`src/hw/rtl/bsd_pkg.sv`:
```
// Shared types and constants for the byte span to disk location translator.
// Holds the register index codes, reset values and the divider request and
// response structs. No dependencies.
package bsd_pkg;

  localparam int DIV_W       = 32;
  localparam int CFG_INDEX_W = 3;
  localparam int CFG_DATA_W  = 17;

  localparam logic [CFG_INDEX_W-1:0] REG_PLATTERS = 3'd0;
  localparam logic [CFG_INDEX_W-1:0] REG_SURFACES = 3'd1;
  localparam logic [CFG_INDEX_W-1:0] REG_TRACKS   = 3'd2;
  localparam logic [CFG_INDEX_W-1:0] REG_SECTORS  = 3'd3;
  localparam logic [CFG_INDEX_W-1:0] REG_BYTES    = 3'd4;

  localparam logic [4:0]  RST_PLATTERS = 5'd1;
  localparam logic [1:0]  RST_SURFACES = 2'd2;
  localparam logic [16:0] RST_TRACKS   = 17'd1024;
  localparam logic [10:0] RST_SECTORS  = 11'd64;
  localparam logic [12:0] RST_BYTES    = 13'd512;

  typedef struct packed {
    logic             start;
    logic [DIV_W-1:0] dividend;
    logic [DIV_W-1:0] divisor;
  } div_req_t;

  typedef struct packed {
    logic             done;
    logic [DIV_W-1:0] quotient;
    logic [DIV_W-1:0] remainder;
  } div_rsp_t;

endpackage

```
`src/hw/rtl/bsd_divider.sv`:
```
// Bit-serial restoring divider, one quotient bit per cycle.
// Depends on bsd_pkg for the request and response structs.
module bsd_divider import bsd_pkg::*; (
  input  logic     clk,
  input  logic     rst,
  input  div_req_t req,
  output div_rsp_t rsp
);

  localparam int CNT_W = $clog2(DIV_W);

  logic             busy;
  logic             done;
  logic [CNT_W-1:0] count;
  logic [DIV_W-1:0] quo;
  logic [DIV_W-1:0] divisor;
  logic [DIV_W:0]   rem;
  logic [DIV_W:0]   trial;
  logic             fits;

  // Shift the next dividend bit into the partial remainder and try a subtract.
  always_comb begin
    trial = {rem[DIV_W-1:0], quo[DIV_W-1]};
    fits  = (trial >= {1'b0, divisor});
  end

  always_ff @(posedge clk) begin
    if (rst) begin
      busy  <= 1'b0;
      done  <= 1'b0;
      count <= '0;
    end else begin
      done <= 1'b0;
      if (req.start) begin
        busy    <= 1'b1;
        count   <= '0;
        quo     <= req.dividend;
        divisor <= req.divisor;
        rem     <= '0;
      end else if (busy) begin
        rem   <= fits ? (trial - {1'b0, divisor}) : trial;
        quo   <= {quo[DIV_W-2:0], fits};
        count <= count + CNT_W'(1);
        if (count == CNT_W'(DIV_W - 1)) begin
          busy <= 1'b0;
          done <= 1'b1;
        end
      end
    end
  end

  assign rsp.done      = done;
  assign rsp.quotient  = quo;
  assign rsp.remainder = rem[DIV_W-1:0];

endmodule

```
`src/hw/rtl/byte_span_to_disk_locations.sv`:
```
// Byte span to disk locations: turns a record's start byte and length into
// the platter, surface, track and sector of each sector it touches, up to
// MAX_LOCATIONS of them. Sequence: geometry products (S_PROD1 to S_PROD3), six
// passes through the shared bit-serial divider, then one location per transfer.
// A new span is taken only in idle, after the last location; empty spans give none.
// Reset: synchronous, active high; geometry registers return to defaults.
module byte_span_to_disk_locations import bsd_pkg::*; #(
  parameter int MAX_LOCATIONS = 64
) (
  input  logic                   clk,
  input  logic                   rst,
  input  logic                   cfg_en,
  input  logic [CFG_INDEX_W-1:0] cfg_index,
  input  logic [CFG_DATA_W-1:0]  cfg_data,
  input  logic                   in_valid,
  output logic                   in_stall,
  input  logic [30:0]            start_byte,
  input  logic [30:0]            span_length,
  output logic                   out_valid,
  input  logic                   out_stall,
  output logic [3:0]             platter,
  output logic                   surface,
  output logic [15:0]            track,
  output logic [9:0]             sector,
  output logic                   last,
  output logic                   truncated
);

  localparam int CNT_W = (MAX_LOCATIONS > 1) ? $clog2(MAX_LOCATIONS) : 1;

  localparam logic [2:0] S_IDLE    = 3'd0;
  localparam logic [2:0] S_PROD1   = 3'd1;
  localparam logic [2:0] S_PROD2   = 3'd2;
  localparam logic [2:0] S_PROD3   = 3'd3;
  localparam logic [2:0] S_DIVGO   = 3'd4;
  localparam logic [2:0] S_DIVWAIT = 3'd5;
  localparam logic [2:0] S_EMIT    = 3'd6;

  localparam logic [2:0] STEP_FIRST = 3'd0;
  localparam logic [2:0] STEP_FINAL = 3'd1;
  localparam logic [2:0] STEP_ABS   = 3'd2;
  localparam logic [2:0] STEP_PLAT  = 3'd3;
  localparam logic [2:0] STEP_SURF  = 3'd4;
  localparam logic [2:0] STEP_TRACK = 3'd5;

  // Geometry registers as written.
  logic [4:0]  reg_platters;
  logic [1:0]  reg_surfaces;
  logic [16:0] reg_tracks;
  logic [10:0] reg_sectors;
  logic [12:0] reg_bytes;

  // Geometry after clamping to the legal range.
  logic [4:0]  np_c;
  logic        ns_two;
  logic [16:0] nt_c;
  logic [10:0] nc_c;
  logic [12:0] sb_c;

  logic [2:0]       state;
  logic [2:0]       step;
  logic [30:0]      start_r;
  logic [30:0]      len_r;
  logic [31:0]      last_byte;
  logic [26:0]      per_surface;
  logic [27:0]      per_platter;
  logic [31:0]      total;
  logic [30:0]      first_sec;
  logic             trunc;
  logic [CNT_W-1:0] left;
  logic [31:0]      residue;
  logic [3:0]       pos_platter;
  logic             pos_surface;
  logic [15:0]      pos_track;
  logic [9:0]       pos_sector;

  logic [31:0] span;
  logic        span_trunc;
  logic        sec_wrap;
  logic        trk_wrap;
  logic        srf_wrap;
  logic        plt_wrap;
  logic        emit_now;

  div_req_t div_req;
  div_rsp_t div_rsp;

  always_ff @(posedge clk) begin
    if (rst) begin
      reg_platters <= RST_PLATTERS;
      reg_surfaces <= RST_SURFACES;
      reg_tracks   <= RST_TRACKS;
      reg_sectors  <= RST_SECTORS;
      reg_bytes    <= RST_BYTES;
    end else if (cfg_en) begin
      case (cfg_index)
        REG_PLATTERS: reg_platters <= cfg_data[4:0];
        REG_SURFACES: reg_surfaces <= cfg_data[1:0];
        REG_TRACKS:   reg_tracks   <= cfg_data[16:0];
        REG_SECTORS:  reg_sectors  <= cfg_data[10:0];
        REG_BYTES:    reg_bytes    <= cfg_data[12:0];
        default: ;
      endcase
    end
  end

  // A zero register acts as one and an oversized one as its upper bound.
  always_comb begin
    np_c   = (reg_platters == 5'd0) ? 5'd1 :
             (reg_platters > 5'd16) ? 5'd16 : reg_platters;
    ns_two = reg_surfaces[1];
    nt_c   = (reg_tracks == 17'd0) ? 17'd1 :
             (reg_tracks > 17'd65536) ? 17'd65536 : reg_tracks;
    nc_c   = (reg_sectors == 11'd0) ? 11'd1 :
             (reg_sectors > 11'd1024) ? 11'd1024 : reg_sectors;
    sb_c   = (reg_bytes == 13'd0) ? 13'd1 :
             (reg_bytes > 13'd4096) ? 13'd4096 : reg_bytes;
  end

  always_comb begin
    div_req.start = (state == S_DIVGO);
    case (step)
      STEP_FIRST: begin
        div_req.dividend = {1'b0, start_r};
        div_req.divisor  = {19'd0, sb_c};
      end
      STEP_FINAL: begin
        div_req.dividend = last_byte;
        div_req.divisor  = {19'd0, sb_c};
      end
      STEP_ABS: begin
        div_req.dividend = {1'b0, first_sec};
        div_req.divisor  = total;
      end
      STEP_PLAT: begin
        div_req.dividend = residue;
        div_req.divisor  = {4'd0, per_platter};
      end
      STEP_SURF: begin
        div_req.dividend = residue;
        div_req.divisor  = {5'd0, per_surface};
      end
      default: begin
        div_req.dividend = residue;
        div_req.divisor  = {21'd0, nc_c};
      end
    endcase
  end

  bsd_divider u_divider (
    .clk (clk),
    .rst (rst),
    .req (div_req),
    .rsp (div_rsp)
  );

  // Sectors touched minus one, and whether the sectors touched exceed the location limit.
  always_comb begin
    span       = div_rsp.quotient - {1'b0, first_sec};
    span_trunc = (span >= 32'(MAX_LOCATIONS));
  end

  // The location steps like an odometer: sector, track, surface, platter.
  always_comb begin
    sec_wrap = ({1'b0, pos_sector} == (nc_c - 11'd1));
    trk_wrap = ({1'b0, pos_track} == (nt_c - 17'd1));
    srf_wrap = !ns_two || pos_surface;
    plt_wrap = ({1'b0, pos_platter} == (np_c - 5'd1));
    emit_now = (state == S_EMIT) && (!out_valid || !out_stall);
  end

  assign in_stall = (state != S_IDLE);

  always_ff @(posedge clk) begin
    if (rst) begin
      state     <= S_IDLE;
      step      <= STEP_FIRST;
      out_valid <= 1'b0;
    end else begin
      if (out_valid && !out_stall && !emit_now) begin
        out_valid <= 1'b0;
      end
      case (state)
        S_IDLE: begin
          if (in_valid) begin
            start_r <= start_byte;
            len_r   <= span_length;
            if (span_length != 31'd0) begin
              state <= S_PROD1;
            end
          end
        end
        S_PROD1: begin
          per_surface <= 27'(nc_c * nt_c);
          last_byte   <= {1'b0, start_r} + {1'b0, len_r} - 32'd1;
          step        <= STEP_FIRST;
          state       <= S_PROD2;
        end
        S_PROD2: begin
          per_platter <= ns_two ? {per_surface, 1'b0} : {1'b0, per_surface};
          state       <= S_PROD3;
        end
        S_PROD3: begin
          total <= 32'(per_platter * np_c);
          state <= S_DIVGO;
        end
        S_DIVGO: begin
          state <= S_DIVWAIT;
        end
        S_DIVWAIT: begin
          if (div_rsp.done) begin
            case (step)
              STEP_FIRST: first_sec <= div_rsp.quotient[30:0];
              STEP_FINAL: begin
                trunc <= span_trunc;
                left  <= span_trunc ? CNT_W'(MAX_LOCATIONS - 1) : span[CNT_W-1:0];
              end
              STEP_ABS: residue <= div_rsp.remainder;
              STEP_PLAT: begin
                pos_platter <= div_rsp.quotient[3:0];
                residue     <= div_rsp.remainder;
              end
              STEP_SURF: begin
                pos_surface <= div_rsp.quotient[0];
                residue     <= div_rsp.remainder;
              end
              default: begin
                pos_track  <= div_rsp.quotient[15:0];
                pos_sector <= div_rsp.remainder[9:0];
              end
            endcase
            if (step == STEP_TRACK) begin
              state <= S_EMIT;
            end else begin
              step  <= step + 3'd1;
              state <= S_DIVGO;
            end
          end
        end
        S_EMIT: begin
          if (emit_now) begin
            out_valid <= 1'b1;
            platter   <= pos_platter;
            surface   <= pos_surface;
            track     <= pos_track;
            sector    <= pos_sector;
            last      <= (left == '0);
            truncated <= (left == '0) && trunc;
            pos_sector <= sec_wrap ? 10'd0 : pos_sector + 10'd1;
            if (sec_wrap) begin
              pos_track <= trk_wrap ? 16'd0 : pos_track + 16'd1;
              if (trk_wrap) begin
                pos_surface <= srf_wrap ? 1'b0 : 1'b1;
                if (srf_wrap) begin
                  pos_platter <= plt_wrap ? 4'd0 : pos_platter + 4'd1;
                end
              end
            end
            if (left == '0) begin
              state <= S_IDLE;
            end else begin
              left <= left - CNT_W'(1);
            end
          end
        end
        default: state <= S_IDLE;
      endcase
    end
  end

  // The divider only answers a request that the sequencer is waiting on.
  assert property (@(posedge clk) disable iff (rst)
    div_rsp.done |-> (state == S_DIVWAIT))
    else $error("divider finished outside of a wait state");

  // Leaving the emit state means the final location of the record was loaded.
  assert property (@(posedge clk) disable iff (rst)
    (!$past(rst) && $past(state) == S_EMIT && state == S_IDLE) |-> (out_valid && last))
    else $error("record ended without a final location");

  // The truncation flag only rides on the final location.
  assert property (@(posedge clk) disable iff (rst)
    (out_valid && truncated) |-> last)
    else $error("truncation flagged on a location that is not the last");

endmodule

```
`config.mk`:
```
export PLATFORM = sky130hd
export DESIGN_NAME = byte_span_to_disk_locations
export DESIGN_NICKNAME = d
export VERILOG_FILES = /design/src/hw/rtl/bsd_pkg.sv /design/src/hw/rtl/bsd_divider.sv /design/src/hw/rtl/byte_span_to_disk_locations.sv
export SDC_FILE = /design/constraint.sdc
export NUM_CORES = 2
export LEC_CHECK = 0
export BUFFER_PORTS_ARGS = -buffer_cell sky130_fd_sc_hd__buf_2
export CAP_MARGIN = 20
export CELL_PAD_IN_SITES_DETAIL_PLACEMENT = 1
export CELL_PAD_IN_SITES_GLOBAL_PLACEMENT = 1
export CORE_MARGIN = 2
export CORE_UTILIZATION = 33
export DETAILED_ROUTE_END_ITERATION = 16
export PLACE_DENSITY = 0.66
export SLEW_MARGIN = 25
export SYNTH_ARGS = -nofsm -noshare
export SYNTH_HDL_FRONTEND = slang
export SYNTH_HIERARCHICAL = 1
export SYNTH_SLANG_ARGS = --single-unit
```
`constraint.sdc`:
```
create_clock -name clk -period 20.5 [get_ports clk]
set_clock_uncertainty 0.15 [all_clocks]
set_input_delay 0 -clock clk [delete_from_list [all_inputs] [get_ports clk]]
set_output_delay 0 -clock clk [all_outputs]
set_load 0.005 [all_outputs]
```
==> flow_metrics.tcl <==
set metrics [dict create \
    die_w_um 335 \
    ys_ff_latch 472 \
    p_seq_share_pct 43.5 \
    critPathLaunchType "register" \
    synthFlopType "edfxtp_1" \
    cp-endpoint "per_surface[26]$_DFFE_PP_" \
    hp-class "in2reg" \
    drt_pass1_iterations 5 \
    num_rows 121 \
    ir_drop_mv 0.0659 \
    relSlewSlack_pct 23.2 \
    placement.io_buffers 121 \
    internal-power_mw 1.87 \
    total_power_mw 2.55 \
    reg2reg_from "reg_tracks[3]$_SDFFE_PP0P_" \
    instances_no_fill 5353 \
    yosysWarningCount 6 \
    clockBufferDepth 3 \
    setup_viol 0 \
    final_area_sq_um 41900 \
    cts_tree "done" \
    rsz0062_at_grt "no" \
    worst_pin_slew_ns 1.15 \
    hpwl_um 85000 \
    clockRootBuffer "clkbuf_16" \
    drtIter0Drc 1990 \
    setup_ws_ns 12.27 \
    path_clk_slew_ns 0.07 \
    via_per_inst 5.30 \
    avgSynthCellArea_sq_um 9.87 \
    async_flop_share_pct 0 \
    vias 28400 \
    required_ns 20.72 \
    period_needed_ns 8.23 \
    power.switching_mw 0.676 \
    r2r-end "per_surface[26]$_DFFE_PP_" \
    postRouteAntennaNets 0 \
    pwr-share-comb_pct 13.6 \
    p_clk_share_pct 42.8 \
    cp_max_fo 10 \
    io_pins 122 \
    drc 0 \
    overflow 0 \
    finalSetupTns_ns 0 \
    area_delta_synth_final_pct 15.9 \
    whs_ns 0.0812 \
    leakage_nw 17.5 \
    cp.arrival_ns 8.46 \
    syn-num-nets 4205 \
    rrSetupSlack_ns 12.27 \
    cts-buffers-inserted 56 \
    synth_top_area_cell "edfxtp_1" \
    place_congestion 0.885 \
    switching_share_pct 26.5 \
    start_util_pct 33.3 \
    slew_viol_final 0 \
    hold_viol_final 0 \
    cts_resized 0 \
    dp.cells 5086 \
    critPathLaunch "reg_tracks[3]$_SDFFE_PP0P_" \
    min_period_over_period_pct 40.2 \
    crit_type "reg2reg" \
    nNetsFinal 4437 \
    core_area_sq_um 109000 \
    synth_top_area_share_pct 34.1 \
    syn_area_sq_um 36200 \
    wl_per_cell_um 21.6 \
    synth.area.top_cells "edfxtp_1 (34%), fa_1 (12%), ha_1 (8.4%)" \
    grt_max_degree 66 \
    outcome "finished, final reports clean" \
    drive_gt1_share_pct 9.90 \
    ys_types 110 \
    clkSinkCount 472 \
    ys_seq_area_share_pct 37.5 \
    drt-total-wl_um 115000 \
    grt_pass1_vias 29600 \
    synth-edff-count 411 \
    synth_cells 3663 \
    die_y_um 335 \
    grtUsageTotal_pct 20.5 \
    maxCapViolations 0 \
    htreeDepth 2 \
    cp-end-kind "register" \
    dpl_cell_area_sq_um 38300 \
    place_ws_ns 12.26 \
    fp.dieArea_sq_um 112000 \
    cellPowerDensity_nw_per_um2 60.9 \
    max_freq_mhz 121 \
    antenna_found_initial 1 \
    clk_latency_ns 0.65 \
    reg2regPathDepth 24 \
    grt_pass1_wl_um 179000 \
    final_util_pct 38.5 \
]
[worst max-delay path, stage by stage (launching register included)]
cell and delay (ns):
dfxtp_1 0.39, or4_4 0.56, or4_1 0.58, o21ai_4 0.35, and2_1 0.39, nand2_1 0.13, fa_1 0.54, fa_1 0.44
fa_1 0.49, inv_1 0.06, fa_1 0.53, inv_1 0.06, fa_1 0.53, inv_1 0.04, ha_1 0.33, a2111oi_0 0.42
o21a_1 0.22, nor2_1 0.09, a221oi_1 0.43, a21oi_1 0.18, a2111oi_0 0.38, nor2_1 0.15, a211o_1 0.27, a21oi_1 0.18
xnor2_1 0.08
[logic make-up after synthesis]
logic type	count (synthesis)	synth area share, %
AND/OR/NAND/NOR	1150	15.1
AO/OA/AOI/OAI	695	13.5
buffers and inverters	625	6.73
adder cells (fa/ha/maj)	455	20.2
multiplexers	93	2.79
XOR/XNOR	173	4.19
flip-flops	472	37.5
[sequential cells by signal, summed over array words and instances, names as in the netlist, 11 cells and up]
| signal | flops |
|---|---|
| last_byte | 32 |
| u_divider/rem | 32 |
| reg_bytes | 13 |
| track | 16 |
| u_divider/divisor | 32 |
| pos_track | 16 |
| per_surface | 27 |
| reg_sectors | 11 |
| len_r | 31 |
| start_r | 31 |
| per_platter | 28 |
| residue | 32 |
| first_sec | 31 |
| total | 32 |
| u_divider/quo | 32 |
| reg_tracks | 17 |
[placed cells by master, fill, tap and decap left out, types with 20 or more instances in the layout]
master,instances
a211oi_1,20
a21o_1,37
a21oi_1,195
a221o_1,32
a222oi_1,27
a22o_1,34
a31oi_1,35
and2_1,88
and3_1,31
buf_2,121
buf_4,40
clkbuf_16,56
dfxtp_1,61
dlygate4sd3_1,165
edfxtp_1,411
fa_1,213
ha_1,242
inv_1,469
mux2_2,61
mux2i_1,31
nand2_1,441
nand2b_1,33
nand3_1,51
nand4_1,26
nor2_1,253
nor2b_1,33
nor3_1,58
nor4_1,28
o21a_1,36
o21ai_0,96
o21bai_1,21
o31ai_1,24
xnor2_1,104
xor2_1,69
[synthesized netlist by cell type, types with 26 or more instances]
library cell and count:
inv_1 469, nor4_1 29, a22o_1 34, a222oi_1 27
nand3_1 51, a21o_1 37, o21a_1 36, fa_1 213
dfxtp_1 61, nand4_1 26, ha_1 242, edfxtp_1 411
mux2_2 61, nand2_1 441, a31oi_1 35, mux2i_1 31
clkbuf_1 115, nor2b_1 40, nand2b_1 33, nor2_1 257
and3_1 31, xnor2_1 104, a21oi_1 195, xor2_1 69
o21ai_0 97, a221o_1 32, and2_1 88, nor3_1 59
[final cells by class]
type                            count  area (sq um)
Fill cell                       12300         66800
Multi-Input combinational cell   2566         20300
Sequential cell                   472         13600
Timing Repair Buffer              326          2560
Inverter                          473          1780
Tap cell                         1414          1770
Clock buffer                       63          1440
Clock inverter                     38           531
Antenna cell                        1          2.50
[power by group through the flow]
stage                     Clock [mW]  Sequential, mW  Combinational (mW)
after detailed placement           0            1.13               0.316
after CTS                       1.11            1.11               0.341
final                           1.09            1.11               0.348
after global routing            1.15            1.11               0.384
after global placement             0            1.13               0.310
after floorplan                    0            1.12               0.228
[how the worst min path moves through the flow]
stage,startpoint,to,slack (ns),cells past startpoint
floorplan,rst,u_divider/busy$_SDFF_PP0_,-0.08,1
global placement,start_byte[17],start_r[17]$_DFFE_PP_,0.03,1
detailed placement,start_byte[8],start_r[8]$_DFFE_PP_,0.03,1
CTS,cfg_data[12],reg_bytes[12]$_SDFFE_PP0P_,0.02,4
global route,cfg_data[11],reg_tracks[11]$_SDFFE_PP0P_,0.08,4
finish,cfg_data[0],reg_bytes[0]$_SDFFE_PP0P_,0.08,4
[metal layers]
| metal | track usage (%) | wire length (um) |
|---|---|---|
| met2 | 35.2 | 56400 |
| met1 | 27.1 | 50400 |
| met5 | 0 | 0 |
| met3 | 2.40 | 5090 |
| met4 | 6.12 | 3520 |
[what timing repair did]
action                     CTS  global route
hold buffers               165             0
hold endpoints to repair   122             0
setup endpoints to repair    0             0
buffers inserted             0             0
Note: power is estimated with default switching activity, not from simulation.
